==> config.mk <==
export PLATFORM = sky130hd
export DESIGN_NAME = fully_assoc_fifo_cache_lookup_flat
export DESIGN_NICKNAME = d
export VERILOG_FILES = /design/src/sv/fafc_pkg.sv /design/src/sv/fafc_if.sv /design/src/sv/fafc_cell.sv /design/src/sv/fafc_top.sv /design/src/flat_wrapper.sv
export VERILOG_INCLUDE_DIRS = /design/src /design/src/sv
export SDC_FILE = /design/constraint.sdc
export NUM_CORES = 2
export LEC_CHECK = 0
export BUFFER_PORTS_ARGS = -buffer_cell sky130_fd_sc_hd__buf_2
export CAP_MARGIN = 30
export CORE_AREA = 2 2 476 360
export CTS_CLUSTER_DIAMETER = 50
export DETAILED_ROUTE_END_ITERATION = 8
export DIE_AREA = 0 0 478 362
export GPL_ROUTABILITY_DRIVEN = 0
export PLACE_DENSITY = 0.78
export SYNTH_ARGS = -nofsm -noshare
export SYNTH_HDL_FRONTEND = slang
export SYNTH_SLANG_ARGS = --single-unit
==> constraint.sdc <==
create_clock -name clk -period 15 [get_ports clk]
set_input_delay 3 -clock clk [delete_from_list [all_inputs] [get_ports clk]]
set_output_delay 3 -clock clk [all_outputs]
set_load 0.01 [all_outputs]
==> src/sv/assert_macros.svh <==
// shared assertion macros, clocked on clk and held off during reset
`ifndef ASSERT_MACROS_SVH
`define ASSERT_MACROS_SVH

// property must hold at every clock edge out of reset
`define FAFC_ASSERT(label, prop, msg) \
	label: assert property (@(posedge clk) disable iff (!arst_n) prop) \
	else $error(msg);

// condition must never be seen at a clock edge out of reset
`define FAFC_NEVER(label, cond, msg) \
	`FAFC_ASSERT(label, !(cond), msg)

`endif

==> src/sv/fafc_pkg.sv <==
package fafc_pkg;

	// cache geometry
	localparam int LINES       = 64;
	localparam int OFFSET_BITS = 10;
	localparam int ADDR_BITS   = 32;
	localparam int TAG_BITS    = ADDR_BITS - OFFSET_BITS;
	localparam int LINE_BITS   = (LINES > 1) ? $clog2(LINES) : 1;
	localparam int CNT_BITS    = $clog2(LINES + 1);
	localparam int CFG_BITS    = 7;
	localparam int TOTAL_BITS  = 32;
	localparam int CFG_RESET   = 64;

	// search token handed from cell to cell
	typedef struct packed {
		logic                 active;
		logic                 found;
		logic [LINE_BITS-1:0] where;
		logic [TAG_BITS-1:0]  key;
	} probe_t;

	// tag write broadcast to all cells
	typedef struct packed {
		logic                 en;
		logic [LINE_BITS-1:0] idx;
		logic [TAG_BITS-1:0]  tag;
	} wr_t;

endpackage

==> src/sv/fafc_if.sv <==
// lookup request channel
interface fafc_in_if import fafc_pkg::*; ();
	logic                 valid;
	logic                 ready;
	logic [ADDR_BITS-1:0] access_address;

	modport source (output valid, output access_address, input ready);
	modport sink (input valid, input access_address, output ready);
endinterface

// lookup result channel
interface fafc_out_if import fafc_pkg::*; ();
	logic                  valid;
	logic                  ready;
	logic                  hit;
	logic [LINE_BITS-1:0]  line_index;
	logic [TAG_BITS-1:0]   block_number;
	logic [TOTAL_BITS-1:0] hit_total;
	logic [TOTAL_BITS-1:0] miss_total;

	modport source (output valid, output hit, output line_index, output block_number,
		output hit_total, output miss_total, input ready);
	modport sink (input valid, input hit, input line_index, input block_number,
		input hit_total, input miss_total, output ready);
endinterface

==> src/sv/fafc_cell.sv <==
module fafc_cell import fafc_pkg::*; (
	input  logic                 clk,
	input  logic                 arst_n,
	input  logic [LINE_BITS-1:0] idx,
	input  probe_t               probe_in,
	input  wr_t                  wr,
	output probe_t               probe_out
);

	logic [TAG_BITS-1:0]  tag_q;
	logic                 valid_q;
	logic                 active_q;
	logic                 found_q;
	logic [LINE_BITS-1:0] where_q;
	logic [TAG_BITS-1:0]  key_q;
	logic                 match;
	logic                 wr_hit;

	// compare the passing key against this line
	assign match  = valid_q && (tag_q == probe_in.key);
	assign wr_hit = wr.en && (wr.idx == idx);

	// tag storage
	always_ff @(posedge clk) begin
		if (wr_hit) begin
			tag_q <= wr.tag;
		end
	end

	// line valid flag
	always_ff @(posedge clk or negedge arst_n) begin
		if (!arst_n) begin
			valid_q <= 1'b0;
		end else if (wr_hit) begin
			valid_q <= 1'b1;
		end
	end

	// token control bit
	always_ff @(posedge clk or negedge arst_n) begin
		if (!arst_n) begin
			active_q <= 1'b0;
		end else begin
			active_q <= probe_in.active;
		end
	end

	// token payload, first match wins
	always_ff @(posedge clk) begin
		found_q <= probe_in.found || match;
		where_q <= probe_in.found ? probe_in.where : idx;
		key_q   <= probe_in.key;
	end

	assign probe_out = '{active: active_q, found: found_q, where: where_q, key: key_q};

endmodule

==> src/sv/fafc_top.sv <==
// Fully associative lookup with round-robin (FIFO) line replacement.
// lookup carries one byte address per item; result returns one item per lookup
// with hit flag, line index, block number and saturating hit and miss totals.
// cfg_we/cfg_wdata set the number of lines in use (0 acts as 1, above 64 as 64);
// write it only while no lookup is in flight.
// A lookup token walks the chain of 64 line cells, one cell per cycle. The
// accepting edge launches the token, it moves through the cells, the token
// leaving the last cell is captured, and the update step then updates the
// state and loads the output register.
// One item is processed at a time: a new lookup is not taken during a search.
// The result sits in an output register; a new lookup is taken while it waits.
// If the receiver stalls, a finished search holds in the update step until the
// output register frees up, and lookup stays not ready meanwhile.
// Reset clears all valid flags, the fill count, the victim pointer and both
// totals, and sets the lines in use to 64; no clearing pass is needed.
`include "assert_macros.svh"

module fully_assoc_fifo_cache_lookup import fafc_pkg::*; (
	input  logic                clk,
	input  logic                arst_n,
	input  logic                cfg_we,
	input  logic [CFG_BITS-1:0] cfg_wdata,
	fafc_in_if.sink             lookup,
	fafc_out_if.source          result
);

	localparam logic [1:0] ST_IDLE    = 2'd0;
	localparam logic [1:0] ST_SEARCH  = 2'd1;
	localparam logic [1:0] ST_RESOLVE = 2'd2;

	logic [1:0]            state_q;
	logic [CFG_BITS-1:0]   lines_q;
	logic [CNT_BITS-1:0]   fill_q;
	logic [LINE_BITS-1:0]  victim_q;
	logic [TOTAL_BITS-1:0] hits_q;
	logic [TOTAL_BITS-1:0] misses_q;
	logic [TAG_BITS-1:0]   block_q;
	logic                  found_q;
	logic [LINE_BITS-1:0]  where_q;
	logic                  launch_active_q;
	probe_t                chain [0:LINES];
	wr_t                   wr_cmd;

	logic                  in_fire;
	logic                  commit;
	logic                  out_valid_q;
	logic                  out_hit_q;
	logic [LINE_BITS-1:0]  out_line_q;
	logic [TAG_BITS-1:0]   out_block_q;
	logic [TOTAL_BITS-1:0] out_hits_q;
	logic [TOTAL_BITS-1:0] out_misses_q;

	logic [CNT_BITS-1:0]   limit;
	logic [LINE_BITS-1:0]  res_where;
	logic                  do_fill;
	logic [LINE_BITS-1:0]  victim_nx;
	logic [TOTAL_BITS-1:0] hits_nx;
	logic [TOTAL_BITS-1:0] misses_nx;

	assign lookup.ready = (state_q == ST_IDLE);
	assign in_fire      = lookup.valid && lookup.ready;
	assign commit       = (state_q == ST_RESOLVE) && (!out_valid_q || result.ready);

	// lines in use register
	always_ff @(posedge clk or negedge arst_n) begin
		if (!arst_n) begin
			lines_q <= CFG_BITS'(CFG_RESET);
		end else if (cfg_we) begin
			lines_q <= cfg_wdata;
		end
	end

	// effective line limit, clamped to 1..LINES
	always_comb begin
		if (lines_q == '0) begin
			limit = CNT_BITS'(1);
		end else if (32'(lines_q) > 32'(LINES)) begin
			limit = CNT_BITS'(LINES);
		end else begin
			limit = CNT_BITS'(lines_q);
		end
	end

	// launch token into the first cell, key held in block_q during the search
	assign chain[0] = '{active: launch_active_q, found: 1'b0, where: '0, key: block_q};

	always_ff @(posedge clk or negedge arst_n) begin
		if (!arst_n) begin
			launch_active_q <= 1'b0;
		end else begin
			launch_active_q <= in_fire;
		end
	end

	always_ff @(posedge clk) begin
		if (in_fire) begin
			block_q <= lookup.access_address[ADDR_BITS-1:OFFSET_BITS];
		end
	end

	// chain of line cells
	for (genvar i = 0; i < LINES; i++) begin : g_cell
		fafc_cell u_cell (
			.clk       (clk),
			.arst_n    (arst_n),
			.idx       (LINE_BITS'(i)),
			.probe_in  (chain[i]),
			.wr        (wr_cmd),
			.probe_out (chain[i+1])
		);
	end

	// capture the token leaving the last cell
	always_ff @(posedge clk) begin
		if ((state_q == ST_SEARCH) && chain[LINES].active) begin
			found_q <= chain[LINES].found;
			where_q <= chain[LINES].where;
		end
	end

	// sequencer
	always_ff @(posedge clk or negedge arst_n) begin
		if (!arst_n) begin
			state_q <= ST_IDLE;
		end else begin
			case (state_q)
				ST_IDLE: begin
					if (in_fire) begin
						state_q <= ST_SEARCH;
					end
				end
				ST_SEARCH: begin
					if (chain[LINES].active) begin
						state_q <= ST_RESOLVE;
					end
				end
				ST_RESOLVE: begin
					if (commit) begin
						state_q <= ST_IDLE;
					end
				end
				default: begin
					state_q <= ST_IDLE;
				end
			endcase
		end
	end

	// hit/miss resolution and replacement choice
	always_comb begin
		do_fill   = 1'b0;
		res_where = where_q;
		if (!found_q) begin
			if (fill_q < limit) begin
				do_fill   = 1'b1;
				res_where = LINE_BITS'(fill_q);
			end else if (32'(victim_q) >= 32'(LINES)) begin
				res_where = '0;
			end else begin
				res_where = victim_q;
			end
		end
		if ((32'(res_where) + 32'd1) >= 32'(fill_q)) begin
			victim_nx = '0;
		end else begin
			victim_nx = res_where + LINE_BITS'(1);
		end
		hits_nx   = hits_q;
		misses_nx = misses_q;
		if (found_q) begin
			if (hits_q != '1) begin
				hits_nx = hits_q + TOTAL_BITS'(1);
			end
		end else if (misses_q != '1) begin
			misses_nx = misses_q + TOTAL_BITS'(1);
		end
	end

	// tag write on a miss
	assign wr_cmd = '{en: commit && !found_q, idx: res_where, tag: block_q};

	// fill count, victim pointer and totals
	always_ff @(posedge clk or negedge arst_n) begin
		if (!arst_n) begin
			fill_q   <= '0;
			victim_q <= '0;
			hits_q   <= '0;
			misses_q <= '0;
		end else if (commit) begin
			hits_q   <= hits_nx;
			misses_q <= misses_nx;
			if (!found_q) begin
				if (do_fill) begin
					fill_q <= fill_q + CNT_BITS'(1);
				end else begin
					victim_q <= victim_nx;
				end
			end
		end
	end

	// output register
	always_ff @(posedge clk or negedge arst_n) begin
		if (!arst_n) begin
			out_valid_q <= 1'b0;
		end else if (commit) begin
			out_valid_q <= 1'b1;
		end else if (result.ready) begin
			out_valid_q <= 1'b0;
		end
	end

	always_ff @(posedge clk) begin
		if (commit) begin
			out_hit_q    <= found_q;
			out_line_q   <= res_where;
			out_block_q  <= block_q;
			out_hits_q   <= hits_nx;
			out_misses_q <= misses_nx;
		end
	end

	assign result.valid        = out_valid_q;
	assign result.hit          = out_hit_q;
	assign result.line_index   = out_line_q;
	assign result.block_number = out_block_q;
	assign result.hit_total    = out_hits_q;
	assign result.miss_total   = out_misses_q;

	// checks
	`FAFC_ASSERT(a_fill_bound, (32'(fill_q) <= 32'(LINES)), "fill count above line count")
	`FAFC_ASSERT(a_victim_in_fill, (fill_q == '0) || (CNT_BITS'(victim_q) < fill_q), "victim outside fill")
	`FAFC_NEVER(a_token_idle, chain[LINES].active && (state_q != ST_SEARCH), "token outside search")
	`FAFC_ASSERT(a_load_commit, $rose(out_valid_q) |-> $past(state_q == ST_RESOLVE), "early load")

endmodule
==> src/flat_wrapper.sv <==
// flat-port wrapper written by rule: the top's interface ports become plain ports
module fully_assoc_fifo_cache_lookup_flat import fafc_pkg::*;
  (clk, arst_n, cfg_we, cfg_wdata, lookup_valid, lookup_access_address, lookup_ready, result_valid, result_hit, result_line_index, result_block_number, result_hit_total, result_miss_total, result_ready);
  fafc_in_if lookup_i ();
  fafc_out_if result_i ();
  input  logic clk;
  input  logic arst_n;
  input  logic cfg_we;
  input  logic [CFG_BITS-1:0] cfg_wdata;
  input wire logic [$bits(lookup_i.valid)-1:0] lookup_valid;
  input wire logic [$bits(lookup_i.access_address)-1:0] lookup_access_address;
  output wire logic [$bits(lookup_i.ready)-1:0] lookup_ready;
  output wire logic [$bits(result_i.valid)-1:0] result_valid;
  output wire logic [$bits(result_i.hit)-1:0] result_hit;
  output wire logic [$bits(result_i.line_index)-1:0] result_line_index;
  output wire logic [$bits(result_i.block_number)-1:0] result_block_number;
  output wire logic [$bits(result_i.hit_total)-1:0] result_hit_total;
  output wire logic [$bits(result_i.miss_total)-1:0] result_miss_total;
  input wire logic [$bits(result_i.ready)-1:0] result_ready;
  assign lookup_i.valid = lookup_valid;
  assign lookup_i.access_address = lookup_access_address;
  assign lookup_ready = lookup_i.ready;
  assign result_valid = result_i.valid;
  assign result_hit = result_i.hit;
  assign result_line_index = result_i.line_index;
  assign result_block_number = result_i.block_number;
  assign result_hit_total = result_i.hit_total;
  assign result_miss_total = result_i.miss_total;
  assign result_i.ready = result_ready;
  fully_assoc_fifo_cache_lookup u_core (.clk(clk), .arst_n(arst_n), .cfg_we(cfg_we), .cfg_wdata(cfg_wdata), .lookup(lookup_i), .result(result_i));
endmodule
==> reports/metrics.csv <==
metric;value;unit
status;finished clean;
grt_max_degree;79;
route.detailed.drc;0;
ant_nets;0;
start_kind;register;
critPathArrivalTime;6550;ps
max-vdd-ir-drop;0.000126;V
multi_input_area;21900;µm²
avgSynthCellArea;16.9;µm²
async_reset_ff_frac;0.0614;
first_global_vias;54100;
core_area;169000;µm²
first_iter_violations;6081;
crit_end;u_core.victim_q[5];
wl_per_cell;25.6;µm
grt_overflow;0;
netlist_area;109000;µm²
rr_startpoint;u_core.lines_q[6];
synth_top_cell_area_share;0.422;
ys_ff_latch;3517;
critPathTopFamily;compound AO/OA/AOI/OAI gates;
ys.flop_type;dfxtp_1;
synth_largest_area_cell;edfxtp_1;
final-max-slew-violation-count;0;
syn_to_final_growth;13.8;%
finClkSkew;49.7;ps
max-slew-margin-rel;0.287;
timing.final.crit_share;0.383;
slowest_delay;810;ps
yosys.cell_count.top_type;dfxtp_1;
vias;53400;
routed_wl;243000;µm
start_util;0.645;
hpwlAfterDp;148000;µm
grt_pass1_wl;353000;µm
cts_setup_buffers;0;
maxCapViolCount;0;
synth_edf_count;1530;
tns;0;ps
worstPathMaxFanout;12;
hold_path_class;register to register;
fp.dieH;362;µm
yosysUniqueCellTypes;72;
worstPathRequired;15800;ps
cp-end-kind;register;
p_total;17.7;mW
layout.nets;7042;
die-area;173000;µm²
dp_cells;8908;
fillers;9525;
synthCells;6446;
worst_slew_pin_slew;1070;ps
r2r_end;u_core.victim_q[5];
final_cells;9476;
leakage;44.2;nW
rows;131;
via_per_inst;5.64;
synth_fp_nets;6510;
cts_inserted_buffers;307;
cp_num_buf_inv;2;
path_class;register to register;
post_cts_resized;0;
cts_max_level;5;
clkLatencyLatePin;930;ps
place.port_buffers;128;
yosysSeqAreaShare;0.798;
post_route_cells_drive_above_1_share;0.117;
grt_usage;0.279;
setup_viol;0;
cts_root_buffer;clkbuf_16;
hold_viol_final;0;
crit_chain;inv_1, ha_1, nand4_2, a211oi_2, a21o_2, a21oi_1, a21oi_1, ha_1, inv_1, a2111oi_4, xor2_1, ha_1, a21oi_1, o21ai_0, a221oi_1, nand2_1, o211ai_1;
cts_tree;built;
r2r_slack;9250;ps
cts_sinks;3517;
reg2regPathDepth;17;
io_pins;139;
rsz0062_at_grt;false;
synthTopCellsByCount;dfxtp_1 (1771), edfxtp_1 (1530), xnor2_1 (1033), xor2_1 (507), nand4_1 (280);
ctsHoldBuffers;0;
synth-warning-count;0;
clk_pin_slew;70;ps
cp_num_cells;17;
firstDrtPassIters;5;
period_needed;5750;ps
critPathSlowestCell;a2111oi_4;
cp-startpoint;u_core.lines_q[6];
p_per_area;143;nW/µm²
yosys-top-cells-area;edfxtp_1 (42%), dfxtp_1 (33%), xnor2_1 (8.3%);
timing.fmax;174;MHz
fp.dieW;478;µm
grt_antenna_before_repair;19;
seq_area;86800;µm²
cts_buffer_depth;4;
kinds of logic (layout without fill, tap and decap cells):
logic type      Yosys count  after routing  share of synthesized area
buf+inv                  63            830                    0.00244
compound gates          172            172                     0.0128
fa+ha+maj                20             20                    0.00230
simple gates           1122           1122                     0.0596
flops                  3517           3517                      0.798
xor+xnor               1540           1540                      0.124
other cells               0              2                          0
mux                      12             12                    0.00136
stage by stage:
stage,area (µm²),hold WS [ps],util,setup WS (ps)
final,124000,341,0.734,9250
after floorplan,109000,331,-,7990
after global placement,113000,334,0.669,9060
after detailed placement,114000,335,0.673,9100
after CTS,123000,339,0.732,9510
after global routing,124000,344,0.734,9070
worst min-delay path by stage:
stage                                           start                           endpoint  depth (start not counted)
floorplan           u_core.g_cell[5].u_cell.key_q[15]  u_core.g_cell[6].u_cell.key_q[15]                          0
CTS                 u_core.g_cell[50].u_cell.active_q  u_core.g_cell[51].u_cell.active_q                          0
finish              u_core.g_cell[48].u_cell.active_q  u_core.g_cell[49].u_cell.active_q                          0
global route         u_core.g_cell[9].u_cell.key_q[7]  u_core.g_cell[10].u_cell.key_q[7]                          0
detailed placement  u_core.g_cell[15].u_cell.active_q  u_core.g_cell[16].u_cell.active_q                          0
global placement    u_core.g_cell[32].u_cell.active_q  u_core.g_cell[33].u_cell.active_q                          0
per-layer routing:
layer | global-route usage | part of all wire | vias to the layer above
met5 | 0 | 0.00010 | -
met4 | 0.0791 | 0.024 | 4
met3 | 0.0654 | 0.092 | 389
met2 | 0.420 | 0.45 | 2307
met1 | 0.412 | 0.43 | 27100
li1 | - | - | 23600
where the power goes:
group / internal, mW / switching, mW
Combinational: 0.0120 / 0.0228
Sequential: 9.92 / 0.00784
Clock: 4.42 / 3.33
final cells by class:
type / count / share of cell area
inverter: 28 / 0.000869
timing repair buffer: 258 / 0.0191
antenna: 2 / 0.0000404
clock buffer: 432 / 0.0715
tap: 2261 / 0.0228
sequential: 3517 / 0.701
multi-input combinational: 2866 / 0.177
clock inverter: 112 / 0.00822
flip-flops by register name, indices dropped and copies added, names as in the netlist, 22 cells and up:
register                       cells
u_core.block_q                    22
u_core.g_cell.u_cell.active_q     64
u_core.g_cell.u_cell.found_q      64
u_core.g_cell.u_cell.key_q      1386
u_core.g_cell.u_cell.tag_q      1408
u_core.g_cell.u_cell.valid_q      64
u_core.g_cell.u_cell.where_q     321
u_core.hits_q                     32
u_core.misses_q                   32
u_core.result.block_number        22
u_core.result.hit_total           32
u_core.result.miss_total          32
layout by cell type, fill, tap and decap left out, types with 128 or more instances in the layout:
cell / count
and2_1: 151
buf_2: 128
clkbuf_16: 323
dfrtp_1: 215
dfxtp_1: 1771
edfxtp_1: 1530
nand2b_1: 192
nand4_1: 280
nor4_1: 128
xnor2_1: 1033
xor2_1: 507
(Power assumes the default switching activity.)
